[src/design/assert_macros.svh]
// Assertion macros shared by the knock control RTL.
`ifndef ASSERT_MACROS_SVH
`define ASSERT_MACROS_SVH
`ifndef SYNTHESIS
`define KD_ASSERT(lbl, clk, rst_n, prop, msg) \
  lbl: assert property (@(posedge clk) disable iff (!rst_n) prop) else $error(msg);
`define KD_ASSERT_NR(lbl, clk, prop, msg) \
  lbl: assert property (@(posedge clk) prop) else $error(msg);
`else
`define KD_ASSERT(lbl, clk, rst_n, prop, msg)
`define KD_ASSERT_NR(lbl, clk, prop, msg)
`endif
`endif

[src/design/kdrc_pkg.sv]
// Shared types, constants and helper functions of the knock control block.
package kdrc_pkg;

  localparam int CYLINDERS = 8;
  localparam int SENSORS   = 2;
  localparam int RPM_BINS  = 16;

  localparam int CYL_W  = $clog2(CYLINDERS);
  localparam int SEN_W  = (SENSORS > 1) ? $clog2(SENSORS) : 1;
  localparam int BIN_W  = $clog2(RPM_BINS);
  localparam int TBL_DEPTH = SENSORS * RPM_BINS;
  localparam int TBL_AW = SEN_W + BIN_W;

  localparam int MODE_W = 3;
  localparam int RAW_W  = 12;
  localparam int RPM_W  = 14;
  localparam int MV_W   = 20;
  localparam int SIG_W  = 24;
  localparam int RET_W  = 16;
  localparam int CNT_W  = 32;
  localparam int MULA_W = 25;
  localparam int MULB_W = 18;
  localparam int PROD_W = MULA_W + MULB_W;
  localparam int ACC_W  = 48;
  localparam int STEP_W = 2;
  localparam logic [STEP_W-1:0] MAC_LAST = 2'd3;

  localparam int CFG_IDX_W  = 3;
  localparam int CFG_DATA_W = 20;
  localparam logic [CFG_IDX_W-1:0] CFG_THRESHOLD_RATIO = 3'd0;
  localparam logic [CFG_IDX_W-1:0] CFG_NOISE_ALPHA     = 3'd1;
  localparam logic [CFG_IDX_W-1:0] CFG_NOISE_FLOOR_MIN = 3'd2;
  localparam logic [CFG_IDX_W-1:0] CFG_RETARD_STEP     = 3'd3;
  localparam logic [CFG_IDX_W-1:0] CFG_ADVANCE_STEP    = 3'd4;
  localparam logic [CFG_IDX_W-1:0] CFG_RETARD_LIMIT    = 3'd5;

  localparam logic [7:0]  RST_THRESHOLD_RATIO = 8'd40;
  localparam logic [15:0] RST_NOISE_ALPHA     = 16'd3277;
  localparam logic [19:0] RST_NOISE_FLOOR_MIN = 20'd5120;
  localparam logic [15:0] RST_RETARD_STEP     = 16'd512;
  localparam logic [15:0] RST_ADVANCE_STEP    = 16'd26;
  localparam logic [15:0] RST_RETARD_LIMIT    = 16'd2560;
  localparam logic [SIG_W-1:0] NOISE_INIT     = 24'd12800;

  // Bandpass coefficients in Q16, feedback terms already negated.
  localparam logic signed [MULB_W-1:0] COEF_B0  = 18'sd4011;
  localparam logic signed [MULB_W-1:0] COEF_B2  = -18'sd4011;
  localparam logic signed [MULB_W-1:0] COEF_NA1 = 18'sd122579;
  localparam logic signed [MULB_W-1:0] COEF_NA2 = -18'sd57514;

  typedef enum logic [MODE_W-1:0] {
    MODE_OPEN    = 3'd0,
    MODE_CLOSE   = 3'd1,
    MODE_SAMPLE  = 3'd2,
    MODE_PROCESS = 3'd3,
    MODE_NOISE   = 3'd4,
    MODE_FLUSH   = 3'd5,
    MODE_QUERY   = 3'd6,
    MODE_SPARE   = 3'd7
  } mode_t;

  typedef enum logic [1:0] {
    PH_IDLE     = 2'd0,
    PH_SAMPLING = 2'd1,
    PH_PROCESS  = 2'd2
  } phase_t;

  typedef enum logic [3:0] {
    CMD_NONE, CMD_LOAD, CMD_SIMPLE, CMD_MV, CMD_MAC, CMD_FILT, CMD_TBL_RD,
    CMD_EV_MUL, CMD_EV_UPD, CMD_EV_DONE, CMD_NS_M1, CMD_NS_M2, CMD_NS_WR,
    CMD_REPORT
  } cmd_t;

  typedef struct packed {
    cmd_t              cmd;
    logic [SEN_W-1:0]  sidx;
    logic [STEP_W-1:0] step;
  } ctl_t;

  typedef struct packed {
    mode_t mode;
    logic  sample_ok;
  } sts_t;

  typedef struct packed {
    logic [RET_W-1:0]        cylinder_retard;
    logic                    cylinder_knocked;
    logic [RET_W-1:0]        bank1_retard;
    logic [RET_W-1:0]        bank2_retard;
    logic                    knock_active;
    logic [CNT_W-1:0]        event_total;
    logic signed [SIG_W-1:0] filtered_out;
  } res_t;

  function automatic logic [SEN_W-1:0] sensor_of(input logic [CYL_W-1:0] c);
    int s;
    s = (int'(c) * SENSORS) / CYLINDERS;
    return SEN_W'(s);
  endfunction

  // Bin is rpm/500 clamped to the last bin, found by independent compares.
  function automatic logic [BIN_W-1:0] rpm_bin(input logic [RPM_W-1:0] rpm);
    logic [BIN_W-1:0] b;
    b = '0;
    for (int k = 1; k < RPM_BINS; k++) begin
      if ({18'd0, rpm} >= 32'(k * 500)) b = BIN_W'(k);
    end
    return b;
  endfunction

  function automatic logic [SIG_W-1:0] mag24(input logic signed [SIG_W-1:0] v);
    return v[SIG_W-1] ? SIG_W'(-v) : SIG_W'(v);
  endfunction

endpackage

[src/design/kdrc_if.sv]
// Valid/ready channel interfaces for the event word and the result word.
interface kdrc_in_if;
  import kdrc_pkg::*;
  logic              valid;
  logic              ready;
  logic [MODE_W-1:0] mode;
  logic [CYL_W-1:0]  cylinder;
  logic [SEN_W-1:0]  sensor;
  logic [RAW_W-1:0]  raw_sample;
  logic [RPM_W-1:0]  rpm_value;
  modport source (output valid, mode, cylinder, sensor, raw_sample, rpm_value,
                  input ready);
  modport sink (input valid, mode, cylinder, sensor, raw_sample, rpm_value,
                output ready);
endinterface

interface kdrc_out_if;
  import kdrc_pkg::*;
  logic                    valid;
  logic                    ready;
  logic [RET_W-1:0]        cylinder_retard;
  logic                    cylinder_knocked;
  logic [RET_W-1:0]        bank1_retard;
  logic [RET_W-1:0]        bank2_retard;
  logic                    knock_active;
  logic [CNT_W-1:0]        event_total;
  logic signed [SIG_W-1:0] filtered_out;
  modport source (output valid, cylinder_retard, cylinder_knocked, bank1_retard,
                  bank2_retard, knock_active, event_total, filtered_out,
                  input ready);
  modport sink (input valid, cylinder_retard, cylinder_knocked, bank1_retard,
                bank2_retard, knock_active, event_total, filtered_out,
                output ready);
endinterface

[src/design/kdrc_ctrl.sv]
// Sequencing state machine of the knock control block.
`include "assert_macros.svh"
module kdrc_ctrl (
  input  logic            clk,
  input  logic            rst_n,
  input  logic            in_valid,
  output logic            in_ready,
  output logic            out_valid,
  input  logic            out_ready,
  input  kdrc_pkg::sts_t  sts,
  output kdrc_pkg::ctl_t  ctl
);
  import kdrc_pkg::*;

  typedef enum logic [13:0] {
    S_IDLE    = 14'b00000000000001,
    S_DISP    = 14'b00000000000010,
    S_MV      = 14'b00000000000100,
    S_MAC     = 14'b00000000001000,
    S_FILT    = 14'b00000000010000,
    S_EV_RD   = 14'b00000000100000,
    S_EV_MUL  = 14'b00000001000000,
    S_EV_UPD  = 14'b00000010000000,
    S_EV_DONE = 14'b00000100000000,
    S_NS_RD   = 14'b00001000000000,
    S_NS_M1   = 14'b00010000000000,
    S_NS_M2   = 14'b00100000000000,
    S_NS_WR   = 14'b01000000000000,
    S_REPORT  = 14'b10000000000000
  } state_t;

  state_t            state_r, state_nxt;
  logic [SEN_W-1:0]  sidx_r, sidx_nxt;
  logic [STEP_W-1:0] step_r, step_nxt;
  logic              out_valid_r, out_valid_nxt;
  logic              last_sen;

  assign last_sen  = (sidx_r == SEN_W'(SENSORS - 1));
  assign out_valid = out_valid_r;

  always_comb begin
    state_nxt     = state_r;
    sidx_nxt      = sidx_r;
    step_nxt      = step_r;
    out_valid_nxt = out_valid_r && !out_ready;
    in_ready      = 1'b0;
    ctl.cmd       = CMD_NONE;
    ctl.sidx      = sidx_r;
    ctl.step      = step_r;
    case (state_r)
      S_IDLE: begin
        in_ready = 1'b1;
        if (in_valid) begin
          ctl.cmd   = CMD_LOAD;
          state_nxt = S_DISP;
        end
      end
      S_DISP: begin
        ctl.cmd  = CMD_SIMPLE;
        sidx_nxt = '0;
        step_nxt = '0;
        case (sts.mode)
          MODE_SAMPLE:  state_nxt = sts.sample_ok ? S_MV : S_REPORT;
          MODE_PROCESS: state_nxt = S_EV_RD;
          MODE_NOISE:   state_nxt = S_NS_RD;
          default:      state_nxt = S_REPORT;
        endcase
      end
      S_MV: begin
        ctl.cmd   = CMD_MV;
        state_nxt = S_MAC;
      end
      S_MAC: begin
        ctl.cmd  = CMD_MAC;
        step_nxt = step_r + 1'b1;
        if (step_r == MAC_LAST) state_nxt = S_FILT;
      end
      S_FILT: begin
        ctl.cmd   = CMD_FILT;
        state_nxt = S_REPORT;
      end
      S_EV_RD: begin
        ctl.cmd   = CMD_TBL_RD;
        state_nxt = S_EV_MUL;
      end
      S_EV_MUL: begin
        ctl.cmd   = CMD_EV_MUL;
        state_nxt = S_EV_UPD;
      end
      S_EV_UPD: begin
        ctl.cmd = CMD_EV_UPD;
        if (last_sen) begin
          state_nxt = S_EV_DONE;
        end else begin
          sidx_nxt  = sidx_r + 1'b1;
          state_nxt = S_EV_RD;
        end
      end
      S_EV_DONE: begin
        ctl.cmd   = CMD_EV_DONE;
        state_nxt = S_REPORT;
      end
      S_NS_RD: begin
        ctl.cmd   = CMD_TBL_RD;
        state_nxt = S_NS_M1;
      end
      S_NS_M1: begin
        ctl.cmd   = CMD_NS_M1;
        state_nxt = S_NS_M2;
      end
      S_NS_M2: begin
        ctl.cmd   = CMD_NS_M2;
        state_nxt = S_NS_WR;
      end
      S_NS_WR: begin
        ctl.cmd = CMD_NS_WR;
        if (last_sen) begin
          state_nxt = S_REPORT;
        end else begin
          sidx_nxt  = sidx_r + 1'b1;
          state_nxt = S_NS_RD;
        end
      end
      S_REPORT: begin
        // The result register is reloaded only once the previous word left.
        if (!out_valid_r || out_ready) begin
          ctl.cmd       = CMD_REPORT;
          out_valid_nxt = 1'b1;
          state_nxt     = S_IDLE;
        end
      end
      default: state_nxt = S_IDLE;
    endcase
  end

  always_ff @(posedge clk) begin
    if (!rst_n) begin
      state_r     <= S_IDLE;
      sidx_r      <= '0;
      step_r      <= '0;
      out_valid_r <= 1'b0;
    end else begin
      state_r     <= state_nxt;
      sidx_r      <= sidx_nxt;
      step_r      <= step_nxt;
      out_valid_r <= out_valid_nxt;
    end
  end

  `KD_ASSERT(a_load_to_disp, clk, rst_n, (in_valid && in_ready) |=> (state_r == S_DISP), "accepted word did not reach dispatch")
  `KD_ASSERT(a_report_valid, clk, rst_n, (ctl.cmd == CMD_REPORT) |=> out_valid_r, "report did not raise out valid")
  `KD_ASSERT(a_report_free, clk, rst_n, (ctl.cmd == CMD_REPORT) |-> (!out_valid_r || out_ready), "result register overwritten")
  `KD_ASSERT(a_mac_end, clk, rst_n, (state_r == S_MAC && step_r == MAC_LAST) |=> (state_r == S_FILT), "filter MAC did not end after four terms")

endmodule

[src/design/kdrc_dp.sv]
// Datapath: filters, window tracking, noise floor memory and retard lanes.
module kdrc_dp (
  input  logic                             clk,
  input  logic                             rst_n,
  input  logic                             cfg_we,
  input  logic [kdrc_pkg::CFG_IDX_W-1:0]   cfg_index,
  input  logic [kdrc_pkg::CFG_DATA_W-1:0]  cfg_wdata,
  input  logic [kdrc_pkg::MODE_W-1:0]      in_mode,
  input  logic [kdrc_pkg::CYL_W-1:0]       in_cylinder,
  input  logic [kdrc_pkg::SEN_W-1:0]       in_sensor,
  input  logic [kdrc_pkg::RAW_W-1:0]       in_raw_sample,
  input  logic [kdrc_pkg::RPM_W-1:0]       in_rpm_value,
  input  kdrc_pkg::ctl_t                   ctl,
  output kdrc_pkg::sts_t                   sts,
  output kdrc_pkg::res_t                   res
);
  import kdrc_pkg::*;

  // Held event word.
  mode_t             mode_r;
  logic [CYL_W-1:0]  cyl_r;
  logic [SEN_W-1:0]  sen_r;
  logic [RAW_W-1:0]  raw_r;
  logic [BIN_W-1:0]  bin_r;

  // Configuration.
  logic [7:0]        thr_r;
  logic [15:0]       alpha_r;
  logic [19:0]       fmin_r;
  logic [RET_W-1:0]  rstep_r, astep_r, rlim_r;

  // Per-sensor state.
  logic signed [SIG_W-1:0] xi0_r [SENSORS];
  logic signed [SIG_W-1:0] xi1_r [SENSORS];
  logic signed [SIG_W-1:0] y0_r  [SENSORS];
  logic signed [SIG_W-1:0] y1_r  [SENSORS];
  logic signed [SIG_W-1:0] lastf_r [SENSORS];
  phase_t                  phase_r [SENSORS];
  logic                    open_valid_r [SENSORS];
  logic [CYL_W-1:0]        open_cyl_r [SENSORS];
  logic [CYL_W-1:0]        pend_r [SENSORS];
  logic [SIG_W-1:0]        wpeak_r [SENSORS];

  // Per-cylinder lanes.
  logic [SIG_W-1:0] cpeak_r [CYLINDERS];
  logic [RET_W-1:0] ret_r [CYLINDERS];
  logic             kflag_r [CYLINDERS];

  logic             any_r;
  logic [CNT_W-1:0] cnt_r;
  logic [MV_W-1:0]  mv_r;
  logic signed [SIG_W-1:0]  filt_r;
  logic signed [PROD_W-1:0] prod_r;
  logic signed [ACC_W-1:0]  acc_r;
  res_t             res_r;

  // Noise floor memory; entries not yet written read as the reset floor.
  logic [SIG_W-1:0] tbl_mem [TBL_DEPTH];
  logic             tbl_vld_r [TBL_DEPTH];
  logic [SIG_W-1:0] tbl_q_r;
  logic             tbl_qv_r;
  logic [TBL_AW-1:0] tbl_addr;

  logic signed [MULA_W-1:0] mul_a;
  logic signed [MULB_W-1:0] mul_b;
  logic signed [PROD_W-1:0] mul_p;
  logic [SEN_W-1:0]   so;
  logic [SIG_W-1:0]   tbl_old, fl_cl, fmin_ext, ns_v;
  logic signed [ACC_W-1:0] ysum, yq, ns_sum;
  logic signed [SIG_W-1:0] ysat;
  logic [SIG_W-1:0]   ymag;
  logic               commit_sel [SENSORS];
  logic [CYL_W-1:0]   ev_c;
  logic               ev_knock;
  logic [RET_W:0]     ev_radd;
  logic [RET_W-1:0]   ev_rnew;
  logic [RET_W-1:0]   bmax [SENSORS];

  assign so       = sensor_of(cyl_r);
  assign tbl_addr = {ctl.sidx, bin_r};
  assign fmin_ext = {4'b0, fmin_r};
  assign tbl_old  = tbl_qv_r ? tbl_q_r : NOISE_INIT;
  assign fl_cl    = (tbl_old < fmin_ext) ? fmin_ext : tbl_old;

  assign sts.mode      = mode_r;
  assign sts.sample_ok = (phase_r[sen_r] == PH_SAMPLING);
  assign res           = res_r;

  // Shared multiplier operand selection.
  always_comb begin
    mul_a = '0;
    mul_b = '0;
    case (ctl.cmd)
      CMD_MAC: begin
        case (ctl.step)
          2'd0:    begin mul_a = $signed({5'b0, mv_r});   mul_b = COEF_B0;  end
          2'd1:    begin mul_a = MULA_W'(xi1_r[sen_r]);   mul_b = COEF_B2;  end
          2'd2:    begin mul_a = MULA_W'(y0_r[sen_r]);    mul_b = COEF_NA1; end
          default: begin mul_a = MULA_W'(y1_r[sen_r]);    mul_b = COEF_NA2; end
        endcase
      end
      CMD_EV_MUL: begin
        mul_a = $signed({1'b0, fl_cl});
        mul_b = $signed({10'b0, thr_r});
      end
      CMD_NS_M1: begin
        mul_a = $signed({1'b0, tbl_old});
        mul_b = $signed({1'b0, 17'(17'h10000 - {1'b0, alpha_r})});
      end
      CMD_NS_M2: begin
        mul_a = $signed({1'b0, mag24(lastf_r[ctl.sidx])});
        mul_b = $signed({2'b0, alpha_r});
      end
      default: ;
    endcase
  end

  assign mul_p = mul_a * mul_b;

  // Filter output: round half up at 2^-16, then saturate to 24 bits.
  always_comb begin
    ysum = acc_r + ACC_W'(prod_r) + 48'sd32768;
    yq   = ysum >>> 16;
    if (yq > 48'sd8388607)       ysat = 24'sh7FFFFF;
    else if (yq < -48'sd8388608) ysat = 24'sh800000;
    else                         ysat = yq[SIG_W-1:0];
    ymag = mag24(ysat);
  end

  always_comb begin
    ns_sum = acc_r + ACC_W'(prod_r);
    ns_v   = ns_sum[SIG_W+15:16];
    if (ns_v < fmin_ext) ns_v = fmin_ext;
  end

  always_comb begin
    for (int s = 0; s < SENSORS; s++) begin
      case (mode_r)
        MODE_CLOSE: commit_sel[s] = (so == SEN_W'(s)) && open_valid_r[s]
                                    && (open_cyl_r[s] == cyl_r);
        MODE_FLUSH: commit_sel[s] = (phase_r[s] == PH_SAMPLING);
        default:    commit_sel[s] = 1'b0;
      endcase
    end
  end

  // Knock test: peak*16 against floor*ratio held in the product register.
  always_comb begin
    ev_c     = pend_r[ctl.sidx];
    ev_knock = {4'b0, cpeak_r[ev_c], 4'b0} > prod_r[31:0];
    ev_radd  = {1'b0, ret_r[ev_c]} + {1'b0, rstep_r};
    if (ev_knock)
      ev_rnew = (ev_radd > {1'b0, rlim_r}) ? rlim_r : ev_radd[RET_W-1:0];
    else
      ev_rnew = (ret_r[ev_c] > astep_r) ? ret_r[ev_c] - astep_r : '0;
  end

  always_comb begin
    for (int s = 0; s < SENSORS; s++) begin
      bmax[s] = '0;
      for (int c = 0; c < CYLINDERS; c++) begin
        if (sensor_of(CYL_W'(c)) == SEN_W'(s) && ret_r[c] > bmax[s]) bmax[s] = ret_r[c];
      end
    end
  end

  always_ff @(posedge clk) begin
    if (!rst_n) begin
      thr_r   <= RST_THRESHOLD_RATIO;
      alpha_r <= RST_NOISE_ALPHA;
      fmin_r  <= RST_NOISE_FLOOR_MIN;
      rstep_r <= RST_RETARD_STEP;
      astep_r <= RST_ADVANCE_STEP;
      rlim_r  <= RST_RETARD_LIMIT;
    end else if (cfg_we) begin
      case (cfg_index)
        CFG_THRESHOLD_RATIO: thr_r   <= cfg_wdata[7:0];
        CFG_NOISE_ALPHA:     alpha_r <= cfg_wdata[15:0];
        CFG_NOISE_FLOOR_MIN: fmin_r  <= cfg_wdata[19:0];
        CFG_RETARD_STEP:     rstep_r <= cfg_wdata[15:0];
        CFG_ADVANCE_STEP:    astep_r <= cfg_wdata[15:0];
        CFG_RETARD_LIMIT:    rlim_r  <= cfg_wdata[15:0];
        default: ;
      endcase
    end
  end

  always_ff @(posedge clk) begin
    if (!rst_n) begin
      for (int s = 0; s < SENSORS; s++) begin
        xi0_r[s]        <= '0;
        xi1_r[s]        <= '0;
        y0_r[s]         <= '0;
        y1_r[s]         <= '0;
        lastf_r[s]      <= '0;
        phase_r[s]      <= PH_IDLE;
        open_valid_r[s] <= 1'b0;
        open_cyl_r[s]   <= '0;
        pend_r[s]       <= '0;
        wpeak_r[s]      <= '0;
      end
      for (int c = 0; c < CYLINDERS; c++) begin
        cpeak_r[c] <= '0;
        ret_r[c]   <= '0;
        kflag_r[c] <= 1'b0;
      end
      any_r  <= 1'b0;
      cnt_r  <= '0;
      mode_r <= MODE_QUERY;
      filt_r <= '0;
    end else begin
      case (ctl.cmd)
        CMD_LOAD: begin
          mode_r <= mode_t'(in_mode);
          cyl_r  <= in_cylinder;
          sen_r  <= in_sensor;
          raw_r  <= in_raw_sample;
          bin_r  <= rpm_bin(in_rpm_value);
          filt_r <= '0;
          if (mode_t'(in_mode) == MODE_PROCESS) any_r <= 1'b0;
        end
        CMD_SIMPLE: begin
          if (mode_r == MODE_OPEN) begin
            wpeak_r[so]      <= '0;
            open_cyl_r[so]   <= cyl_r;
            open_valid_r[so] <= 1'b1;
            phase_r[so]      <= PH_SAMPLING;
          end
          for (int s = 0; s < SENSORS; s++) begin
            if (commit_sel[s]) begin
              if (open_valid_r[s]) begin
                cpeak_r[open_cyl_r[s]] <= wpeak_r[s];
                pend_r[s]              <= open_cyl_r[s];
                phase_r[s]             <= PH_PROCESS;
              end else begin
                phase_r[s] <= PH_IDLE;
                wpeak_r[s] <= '0;
              end
              open_valid_r[s] <= 1'b0;
            end
          end
        end
        CMD_MV: mv_r <= MV_W'(({12'b0, raw_r} * 24'd3300 + 24'd8) >> 4);
        CMD_MAC: begin
          prod_r <= mul_p;
          acc_r  <= (ctl.step == '0) ? '0 : acc_r + ACC_W'(prod_r);
        end
        CMD_FILT: begin
          xi1_r[sen_r]   <= xi0_r[sen_r];
          xi0_r[sen_r]   <= $signed({4'b0, mv_r});
          y1_r[sen_r]    <= y0_r[sen_r];
          y0_r[sen_r]    <= ysat;
          lastf_r[sen_r] <= ysat;
          filt_r         <= ysat;
          if (ymag > wpeak_r[sen_r]) wpeak_r[sen_r] <= ymag;
        end
        CMD_EV_MUL, CMD_NS_M1: prod_r <= mul_p;
        CMD_EV_UPD: begin
          if (phase_r[ctl.sidx] == PH_PROCESS) begin
            kflag_r[ev_c]      <= ev_knock;
            ret_r[ev_c]        <= ev_rnew;
            phase_r[ctl.sidx]  <= PH_IDLE;
            if (ev_knock) any_r <= 1'b1;
          end
        end
        CMD_EV_DONE: if (any_r && cnt_r != '1) cnt_r <= cnt_r + 1'b1;
        CMD_NS_M2: begin
          acc_r  <= ACC_W'(prod_r) + 48'sd32768;
          prod_r <= mul_p;
        end
        default: ;
      endcase
    end
  end

  always_ff @(posedge clk) begin
    if (ctl.cmd == CMD_NS_WR) tbl_mem[tbl_addr] <= ns_v;
    if (ctl.cmd == CMD_TBL_RD) tbl_q_r <= tbl_mem[tbl_addr];
  end

  always_ff @(posedge clk) begin
    if (!rst_n) begin
      for (int i = 0; i < TBL_DEPTH; i++) tbl_vld_r[i] <= 1'b0;
      tbl_qv_r <= 1'b0;
    end else begin
      if (ctl.cmd == CMD_NS_WR) tbl_vld_r[tbl_addr] <= 1'b1;
      if (ctl.cmd == CMD_TBL_RD) tbl_qv_r <= tbl_vld_r[tbl_addr];
    end
  end

  always_ff @(posedge clk) begin
    if (ctl.cmd == CMD_REPORT) begin
      res_r.cylinder_retard  <= ret_r[cyl_r];
      res_r.cylinder_knocked <= kflag_r[cyl_r];
      res_r.bank1_retard     <= bmax[0];
      res_r.bank2_retard     <= bmax[SENSORS-1];
      res_r.knock_active     <= any_r;
      res_r.event_total      <= cnt_r;
      res_r.filtered_out     <= filt_r;
    end
  end

endmodule

[src/design/knock_detect_retard_control.sv]
// Knock detection and retard control, top level.
// Open, close, flush and query go from accept through dispatch straight to report;
// a sample adds four passes through the shared filter multiplier; process and noise
// update step through two sensors, with a registered floor memory read for each.
// One event at a time; the next word is taken the cycle after its result is loaded.
// Synchronous active-low reset restores control, configuration, filters and floors.
module knock_detect_retard_control (
  input  logic                             clk,
  input  logic                             rst_n,
  input  logic                             cfg_we,
  input  logic [kdrc_pkg::CFG_IDX_W-1:0]   cfg_index,
  input  logic [kdrc_pkg::CFG_DATA_W-1:0]  cfg_wdata,
  kdrc_in_if.sink                          in_ch,
  kdrc_out_if.source                       out_ch
);
  import kdrc_pkg::*;

  ctl_t ctl;
  sts_t sts;
  res_t res;

  kdrc_ctrl u_ctrl (
    .clk       (clk),
    .rst_n     (rst_n),
    .in_valid  (in_ch.valid),
    .in_ready  (in_ch.ready),
    .out_valid (out_ch.valid),
    .out_ready (out_ch.ready),
    .sts       (sts),
    .ctl       (ctl)
  );

  kdrc_dp u_dp (
    .clk           (clk),
    .rst_n         (rst_n),
    .cfg_we        (cfg_we),
    .cfg_index     (cfg_index),
    .cfg_wdata     (cfg_wdata),
    .in_mode       (in_ch.mode),
    .in_cylinder   (in_ch.cylinder),
    .in_sensor     (in_ch.sensor),
    .in_raw_sample (in_ch.raw_sample),
    .in_rpm_value  (in_ch.rpm_value),
    .ctl           (ctl),
    .sts           (sts),
    .res           (res)
  );

  assign out_ch.cylinder_retard  = res.cylinder_retard;
  assign out_ch.cylinder_knocked = res.cylinder_knocked;
  assign out_ch.bank1_retard     = res.bank1_retard;
  assign out_ch.bank2_retard     = res.bank2_retard;
  assign out_ch.knock_active     = res.knock_active;
  assign out_ch.event_total      = res.event_total;
  assign out_ch.filtered_out     = res.filtered_out;

endmodule
[src/flat_wrapper.sv]
// flat-port wrapper written by rule: the top's interface ports become plain ports
module knock_detect_retard_control_flat import kdrc_pkg::*;
  (clk, rst_n, cfg_we, cfg_index, cfg_wdata, in_ch_valid, in_ch_mode, in_ch_cylinder, in_ch_sensor, in_ch_raw_sample, in_ch_rpm_value, in_ch_ready, out_ch_valid, out_ch_cylinder_retard, out_ch_cylinder_knocked, out_ch_bank1_retard, out_ch_bank2_retard, out_ch_knock_active, out_ch_event_total, out_ch_filtered_out, out_ch_ready);
  kdrc_in_if in_ch_i ();
  kdrc_out_if out_ch_i ();
  input  logic clk;
  input  logic rst_n;
  input  logic cfg_we;
  input  logic [kdrc_pkg::CFG_IDX_W-1:0] cfg_index;
  input  logic [kdrc_pkg::CFG_DATA_W-1:0] cfg_wdata;
  input wire logic [$bits(in_ch_i.valid)-1:0] in_ch_valid;
  input wire logic [$bits(in_ch_i.mode)-1:0] in_ch_mode;
  input wire logic [$bits(in_ch_i.cylinder)-1:0] in_ch_cylinder;
  input wire logic [$bits(in_ch_i.sensor)-1:0] in_ch_sensor;
  input wire logic [$bits(in_ch_i.raw_sample)-1:0] in_ch_raw_sample;
  input wire logic [$bits(in_ch_i.rpm_value)-1:0] in_ch_rpm_value;
  output wire logic [$bits(in_ch_i.ready)-1:0] in_ch_ready;
  output wire logic [$bits(out_ch_i.valid)-1:0] out_ch_valid;
  output wire logic [$bits(out_ch_i.cylinder_retard)-1:0] out_ch_cylinder_retard;
  output wire logic [$bits(out_ch_i.cylinder_knocked)-1:0] out_ch_cylinder_knocked;
  output wire logic [$bits(out_ch_i.bank1_retard)-1:0] out_ch_bank1_retard;
  output wire logic [$bits(out_ch_i.bank2_retard)-1:0] out_ch_bank2_retard;
  output wire logic [$bits(out_ch_i.knock_active)-1:0] out_ch_knock_active;
  output wire logic [$bits(out_ch_i.event_total)-1:0] out_ch_event_total;
  output wire logic [$bits(out_ch_i.filtered_out)-1:0] out_ch_filtered_out;
  input wire logic [$bits(out_ch_i.ready)-1:0] out_ch_ready;
  assign in_ch_i.valid = in_ch_valid;
  assign in_ch_i.mode = in_ch_mode;
  assign in_ch_i.cylinder = in_ch_cylinder;
  assign in_ch_i.sensor = in_ch_sensor;
  assign in_ch_i.raw_sample = in_ch_raw_sample;
  assign in_ch_i.rpm_value = in_ch_rpm_value;
  assign in_ch_ready = in_ch_i.ready;
  assign out_ch_valid = out_ch_i.valid;
  assign out_ch_cylinder_retard = out_ch_i.cylinder_retard;
  assign out_ch_cylinder_knocked = out_ch_i.cylinder_knocked;
  assign out_ch_bank1_retard = out_ch_i.bank1_retard;
  assign out_ch_bank2_retard = out_ch_i.bank2_retard;
  assign out_ch_knock_active = out_ch_i.knock_active;
  assign out_ch_event_total = out_ch_i.event_total;
  assign out_ch_filtered_out = out_ch_i.filtered_out;
  assign out_ch_i.ready = out_ch_ready;
  knock_detect_retard_control u_core (.clk(clk), .rst_n(rst_n), .cfg_we(cfg_we), .cfg_index(cfg_index), .cfg_wdata(cfg_wdata), .in_ch(in_ch_i), .out_ch(out_ch_i));
endmodule
[config.mk]
export PLATFORM = sky130hd
export DESIGN_NAME = knock_detect_retard_control_flat
export DESIGN_NICKNAME = d
export VERILOG_FILES = /design/src/design/kdrc_pkg.sv /design/src/design/kdrc_if.sv /design/src/design/kdrc_ctrl.sv /design/src/design/kdrc_dp.sv /design/src/design/knock_detect_retard_control.sv /design/src/flat_wrapper.sv
export VERILOG_INCLUDE_DIRS = /design/src /design/src/design
export SDC_FILE = /design/constraint.sdc
export NUM_CORES = 2
export LEC_CHECK = 0
export BUFFER_PORTS_ARGS = -buffer_cell sky130_fd_sc_hd__buf_4
export CAP_MARGIN = 20
export CORE_MARGIN = 5
export CORE_UTILIZATION = 35
export CTS_CLUSTER_SIZE = 28
export DETAILED_ROUTE_END_ITERATION = 7
export PLACE_DENSITY = 0.51
export SETUP_SLACK_MARGIN = 0.1
export SYNTH_ARGS = -nofsm -noshare
export SYNTH_HDL_FRONTEND = slang
export SYNTH_SLANG_ARGS = --single-unit
[constraint.sdc]
create_clock -name clk -period 11.1 [get_ports clk]
set_input_delay 1.665 -clock clk [delete_from_list [all_inputs] [get_ports clk]]
set_output_delay 1.665 -clock clk [all_outputs]
set_load 0.01 [all_outputs]
# After elaboration in Yosys (flattened, before gate mapping)

Memory sizes are Yosys's and may differ from the RTL's. A register that Yosys moved wholly into a read port is not among the register bits.
Index checks and enable logic that the tools add are counted.

$add $sub $neg: 13
$mul: 2
Order comparisons: 31
Equality and inequality tests: 54
Muxes and demuxes: 180
Bitwise logic cells: 11
Reduce and logical (&&, ||, !) cells: 54

Operators by type and width:

| kind                     | number |
|---|---|
| $mux W24                 | 17 |
| $mux W16                 | 12 |
| $reduce_or A24 Y1        | 8 |
| $pmux W14 S13            | 1 |
| $gt A16 B16 Y1           | 7 |
| $mux W1                  | 102 |
| $pmux W25 S4             | 1 |
| $ge A14 B13 Y1 const B   | 7 |
| $pmux W48 S2             | 1 |
| $pmux W25 S3             | 1 |
| $pmux W18 S4             | 1 |
| $mux W14                 | 5 |
| $ge A14 B12 Y1 const B   | 4 |
| $pmux W18 S3             | 1 |
| $pmux W4 S13             | 1 |
| $add A48 B17 Y48 const B | 1 |
| $add A48 B43 Y48         | 1 |
| $add A48 B48 Y48         | 1 |
| $lt A24 B20 Y1           | 2 |
| $mux W48                 | 1 |
| $neg A24 Y24             | 2 |
| $pmux W24 S2             | 1 |
| $add A43 B17 Y44 const B | 1 |
| $mul A25 B18 Y43         | 1 |
| other kinds (70)         | 165 |

Register bits: 390
RAM bits: 1426
Bits of input ports: 61
Output and inout bits: 108
Word-level logic and storage cells: 389
Memories: 15

Memories:

| memory              | depth | width | rd ports | clocked after memory_dff | wr ports | line          | RTL |
|---|---|---|---|---|---|---|---|
| u_core.u_dp.tbl_mem | 32    | 24    | 1        | 1                        | 1        | kdrc_dp.sv:58 | `logic [SIG_W-1:0] tbl_mem [TBL_DEPTH];` |
| u_core.u_dp.cpeak_r | 8     | 24    | 1        | 0                        | 8        | kdrc_dp.sv:45 | `logic [SIG_W-1:0] cpeak_r [CYLINDERS];` |
| u_core.u_dp.ret_r   | 8     | 16    | 10       | 1                        | 8        | kdrc_dp.sv:46 | `logic [RET_W-1:0] ret_r [CYLINDERS];` |
| u_core.u_dp.lastf_r | 2     | 24    | 1        | 1                        | 2        | kdrc_dp.sv:37 | `logic signed [SIG_W-1:0] lastf_r [SENSORS];` |
| u_core.u_dp.wpeak_r | 2     | 24    | 3        | 1                        | 2        | kdrc_dp.sv:42 | `logic [SIG_W-1:0] wpeak_r [SENSORS];` |
| u_core.u_dp.xi1_r   | 2     | 24    | 1        | 1                        | 2        | kdrc_dp.sv:34 | `logic signed [SIG_W-1:0] xi1_r [SENSORS];` |
| 9 more memories     | -     | -     | -        | -                        | -        | -             |  |

# Longest topological paths before layout

Word-level depth: 15
Depth in mapped cells: 49
Mapped depth without buffers: 46

# Cells and area by module

A second synthesis with hierarchy kept.

Cells, all modules: 8804
Area, all modules: 105467.4 um2

By module, submodules not included:

| module    | times used | cells each | area each (um2) | seq. area each (um2) |
|---|---|---|---|---|
| kdrc_dp   | 1          | 8672       | 104363.8        | 51619.5 |
| kdrc_ctrl | 1          | 132        | 1103.6          | 360.3 |

# Worst setup path after synthesis

OpenSTA, ideal clock, no wires.

Path kind: flip-flop to flip-flop
Start: register u_core.u_ctrl.state_r[0]
End: register u_core.u_dp.prod_r[40] (data pin)
Setup time: 0.258 ns
Arrival time: 10.756 ns
Required time: 10.842 ns
Setup slack: 0.087 ns
Cell stages (with the launch flop): 34
Path buffers: 1
Clock period less this slack: 11.013 ns
Cells stage by stage: dfxtp_1 > nor4_1 > nand3_1 > or3_1 > nor4_1 > nor3_1 > nand2_1 > a31o_2 > clkbuf_1 > nand2_1 > fa_1 > inv_1 > fa_1 > ha_1 > fa_1 > inv_1 > fa_1 > inv_1 > fa_1 > ha_1 > nor2_1 > or4b_2 > o41ai_1 > a31oi_1 > a2111oi_0 > o31ai_1 > o21ai_0 > o21bai_1 > a21oi_1 > o21ai_0 > a31oi_1 > o21bai_1 > a21oi_1 > xnor2_1

Word-level cells in the longest chain between the ends: 6
Elaborated cells on any way between the ends: 23
Those cells by class: mul (1); eq/ne (18); mux (3); reduce/logical (1)

RTL lines:

| item                                            | line             | RTL |
|---|---|---|
| start, declared                                 | kdrc_ctrl.sv:32  | `state_t state_r, state_nxt;` |
| start signal, assigned                          | kdrc_ctrl.sv:143 | `state_r <= state_nxt;` |
| $eq A14 B10 Y1 or $eq A14 B6 Y1 (tied branches) | kdrc_ctrl.sv:50  | `case (state_r)` |
| $reduce_or A2 Y1 (no line)                      | -                |  |
| $pmux W4 S13 (*)                                | kdrc_ctrl.sv:50  |  |
| $eq A4 B4 Y1 or $eq A4 B3 Y1 (tied branches)    | kdrc_dp.sv:93    | `case (ctl.cmd)` |
| $pmux W25 S4 or $pmux W18 S4 (tied branches)    | kdrc_dp.sv:93    |  |
| $mul A25 B18 Y43 (*)                            | kdrc_dp.sv:118   | `assign mul_p = mul_a * mul_b;` |
| named net u_core.u_dp.mul_p[40]                 | kdrc_dp.sv:66    | `logic signed [PROD_W-1:0] mul_p;` |
| end signal, assigned                            | kdrc_dp.sv:245   | `prod_r <= mul_p;` |
| end signal, assigned                            | kdrc_dp.sv:257   | `CMD_EV_MUL, CMD_NS_M1: prod_r <= mul_p;` |
| end signal, assigned                            | kdrc_dp.sv:269   | `prod_r <= mul_p;` |
| end, declared                                   | kdrc_dp.sv:53    | `logic signed [PROD_W-1:0] prod_r;` |

Mark *: on every way through the listed nets, which the timed path passes. The rest lies on a longest branch.
A chain may end at the register's enable or synchronous reset.

# Worst setup path in the final report

Start: register u_core.u_dp.tbl_qv_r (read register of u_core.u_dp.tbl_vld_r)
End: register u_core.u_dp.prod_r[40] (data pin)

Word-level cells in the longest chain between the ends: 5

RTL lines:

| item                            | line           | RTL |
|---|---|---|
| start, declared                 | kdrc_dp.sv:61  | `logic tbl_qv_r;` |
| $mux W24 (*)                    | kdrc_dp.sv:82  | `assign tbl_old = tbl_qv_r ? tbl_q_r : NOISE_INIT;` |
| $lt A24 B20 Y1                  | kdrc_dp.sv:83  | `assign fl_cl = (tbl_old < fmin_ext) ? fmin_ext : tbl_old;` |
| $mux W24                        | kdrc_dp.sv:83  |  |
| $pmux W25 S4 (*)                | kdrc_dp.sv:93  |  |
| $mul A25 B18 Y43 (*)            | kdrc_dp.sv:118 |  |
| named net u_core.u_dp.mul_p[40] | kdrc_dp.sv:66  |  |

Marked as above.

==> results.yml <==
grt:
  antenna_found_initial: 7
  grt_overflow: 0
  track_usage_pct: 21.4
  grt_start_max_net_pins: 125
  grt_pass1_wl_um: 494000
  grt_pass1_vias: 72600
power_and_ir_drop:
  clockPowerShare_pct: 41.6
  p_leak_nw: 42.7
  powerDensity_nw_per_um2: 133
  seq_power_share_pct: 47.8
  comb_power_share_pct: 10.6
  power.total_mw: 15.7
  p_switching_mw: 4.00
  p_int_mw: 11.7
  swShare_pct: 25.4
  ir_worst_vdd_v: 0.000135
clock_tree:
  root_buffer: "clkbuf_16"
  clock_sinks: 1804
  insertion_delay_ps: 910
  cts_tree: "done"
  numCtsBuffers: 204
  clk_pin_slew_ps: 60
  cts_hold_buf: 0
  cts_buffer_depth: 4
  htree_levels: 4
worst_setup_path:
  critPathSlowestCell: "or4b_2"
  critPathArrivalTime_ps: 11090
  slowest_delay_ps: 600
  crit_fanout: 14
  end_kind: "flop"
  start_kind: "flop"
  cpLargestDelayFamily: "compound AO/OA/AOI/OAI gates"
  cp.buffers_inverters: 7
  path_common_cell: "fa_1"
  cp.required_ps: 11720
  timing.rr.start: "u_core.u_dp.tbl_qv_r$_SDFFE_PN0N_"
  worstSetupPathType: "reg2reg"
  r2r_cells: 46
  r2r_slack_ps: 630
  r2r-end: "u_core.u_dp.prod_r[40]$_DFFE_PP_"
timing:
  finalCritPeriodShare_pct: 94.3
  rsz0062_at_grt: "false"
  setup_slack_ps: 628
  clock_skew_ps: 102
  post-route-min-period_ps: 10470
  fmax_mhz: 95.5
  holdWs_ps: 421
  slew_viol_final: 0
  finalSetupViolCount: 0
  finalSetupTns_ps: 0
  relSlewSlack_pct: 14.2
  worst_slew_pin_slew_ps: 1280
  hold_violations: 0
synthesis:
  ys_warn_count: 0
  syn_inst: 8949
  synth_cell_type_count: 116
  synth.top_cell.area_share_pct: 45.7
  synth_ff_type: "edfxtp_1"
  ys_top_cells_by_count: "edfxtp_1, nand2_1, inv_1, nor2_1, fa_1"
  syn_nets: 9952
  synth_area_sq_um: 104000
  synthArstFlopShare_pct: 0
  yosysTopAreaCell: "edfxtp_1"
  ys_ff_latch: 1804
  synth-seq-area-share_pct: 49.9
  postSynthAreaPerCell_sq_um: 11.7
  yosysMostFrequentCell: "edfxtp_1"
  synth_area_leaders: "edfxtp_1, fa_1, ha_1, mux4_2, nand2_1"
  synth_edf_count: 1587
min_path:
  hold_class: "reg2reg"
  min_to: "u_core.u_dp.res[54]$_DFFE_PN_"
  hold_depth: 0
  min_from: "u_core.u_dp.cnt_r[30]$_SDFFE_PN0P_"
placed_design:
  place_area_sq_um: 111000
  dp_cells: 12800
  dp_hpwl_um: 238000
  place.gp.congestion: 0.902
  port_buffers: 166
  pre_cts_ws_ps: -24.1
cells_and_area:
  finalInstanceArea_sq_um: 118000
  utilization_pct: 39.7
  fin_cells: 13200
  nFillCells: 28300
  synthToLayoutAreaGrowth_pct: 13.1
  nets: 10100
  drive_gt1_share_pct: 13.8
route:
  totalWireLength_um: 338000
  vias: 72500
  drt-pass1-iter-count: 6
  drcViolationCount: 0
  drt_iter0_markers: 7065
  wire_per_inst_um: 25.6
  drt.antenna.violating_nets: 0
  vias_per_cell: 5.49
die:
  die_area_sq_um: 309000
  io_pins: 169
  placeableCoreArea_sq_um: 297000
  die_w_um: 556
  rows: 200
  die_h_um: 556
  start_util_pct: 35.1
status:
  outcome: "finished, final reports clean"
run:
  drv_cap: 0
## cells in the final DEF (no fill, tap or decap), types with 43 or more instances in the layout
cell,netlist,routed
o21ai_0,441,433
inv_1,742,742
a21o_1,91,91
and2_1,94,92
a21oi_1,292,284
nand3_1,107,107
edfxtp_1,1587,1587
fa_1,475,475
clkbuf_1,417,52
nand2_1,1171,1166
nand2b_1,95,91
and3_1,91,88
nor2_1,651,610
dfxtp_1,217,214
xnor2_1,151,150
mux2i_1,164,158
nor2b_1,113,112
o22ai_1,168,168
mux4_2,234,234
ha_1,467,467
or3_1,50,43
a22oi_1,116,116
buf_4,2,443
xor2_1,88,88
clkbuf_16,0,207
nor3_1,100,92
nand4_1,86,86
mux2_2,105,105
## worst max-delay path by stage
stage | from | to | slack (ps) | depth (start not counted)
after floorplan | u_core.u_dp.tbl_qv_r$_SDFFE_PN0N_ | u_core.u_dp.prod_r[40]$_DFFE_PP_ | 1060 | 43
after global placement | u_core.u_dp.tbl_qv_r$_SDFFE_PN0N_ | u_core.u_dp.prod_r[40]$_DFFE_PP_ | 90 | 42
after detailed placement | u_core.u_dp.tbl_qv_r$_SDFFE_PN0N_ | u_core.u_dp.prod_r[40]$_DFFE_PP_ | -20 | 42
after CTS | u_core.u_dp.tbl_qv_r$_SDFFE_PN0N_ | u_core.u_dp.prod_r[40]$_DFFE_PP_ | 180 | 42
after global routing | u_core.u_dp.tbl_q_r[1]$_DFFE_PN_ | u_core.u_dp.prod_r[40]$_DFFE_PP_ | 120 | 43
final | u_core.u_dp.tbl_qv_r$_SDFFE_PN0N_ | u_core.u_dp.prod_r[40]$_DFFE_PP_ | 630 | 46
## cell type report
class	instances	area (sq um)	share of cell area, %
well taps	3939	4930	4.18
clock buffers	266	5470	4.64
clock inverters	104	940	0.797
diodes	1	2.50	0.00212
multi-input cells	5907	48300	41.0
inverters	744	2800	2.37
repair buffers	452	3460	2.93
flip-flops and latches	1804	52000	44.1
## power by group through the flow
stage	registers [mW]	clock network (mW)	logic, mW
2_1_floorplan	7.61	0	1.07
5_1_grt	7.53	6.97	1.82
4_1_cts	7.52	6.69	1.70
6_report	7.52	6.56	1.66
3_5_place_dp	7.66	0	1.69
3_3_place_gp	7.66	0	1.67
## logic make-up (layout without fill, tap and decap cells)
group           after synthesis  after routing  share of synthesized area (%)
xor+xnor                    246            246                           2.13
fa+ha+maj                   942            942                           14.7
compound gates             1498           1498                           9.17
other cells                   1              2                        0.00360
simple gates               2716           2716                           11.9
mux                         504            504                           7.77
flops                      1804           1804                           49.9
buf+inv                    1238           1566                           4.48
## timing repair
action	4_1_cts	5_1_grt
endpoints found under the setup margin	4	12
pin swaps	0	5
gates resized for setup	2	19
setup buffers	0	2
## sequential cells by signal, summed over array words and instances (netlist names), 32 cells and up, named ones only
| signal | count |
|---|---|
| u_core.u_dp.xi1_r | 40 |
| u_core.u_dp.tbl_vld_r | 32 |
| u_core.u_dp.prod_r | 43 |
| u_core.u_dp.y1_r | 48 |
| u_core.u_dp.tbl_mem | 768 |
| u_core.u_dp.xi0_r | 40 |
| u_core.u_dp.ret_r | 128 |
| u_core.u_dp.acc_r | 48 |
| u_core.u_dp.cpeak_r | 192 |
| u_core.u_dp.wpeak_r | 48 |
| u_core.u_dp.res | 106 |
| u_core.u_dp.cnt_r | 32 |
## metal layers
| layer | wire length, um | vias up | track usage (%) |
|---|---|---|---|
| met5 | 17 | - | 0 |
| met4 | 12000 | 2 | 6.69 |
| met3 | 20300 | 509 | 2.72 |
| met2 | 160000 | 2533 | 35.5 |
| met1 | 146000 | 37100 | 29.3 |
| li1 | - | 32300 | - |
## worst register-to-register path: cells and delay by family, from the launching register on
family / cells / cell delay, ps
AO/OA/AOI/OAI: 21 / 3750
XOR/XNOR: 1 / 90
adder cells (fa/ha/maj): 8 / 3640
buffers and inverters: 7 / 790
flip-flops: 1 / 370
AND/OR/NAND/NOR: 9 / 1560
Note: power is estimated with default switching activity, not from simulation.
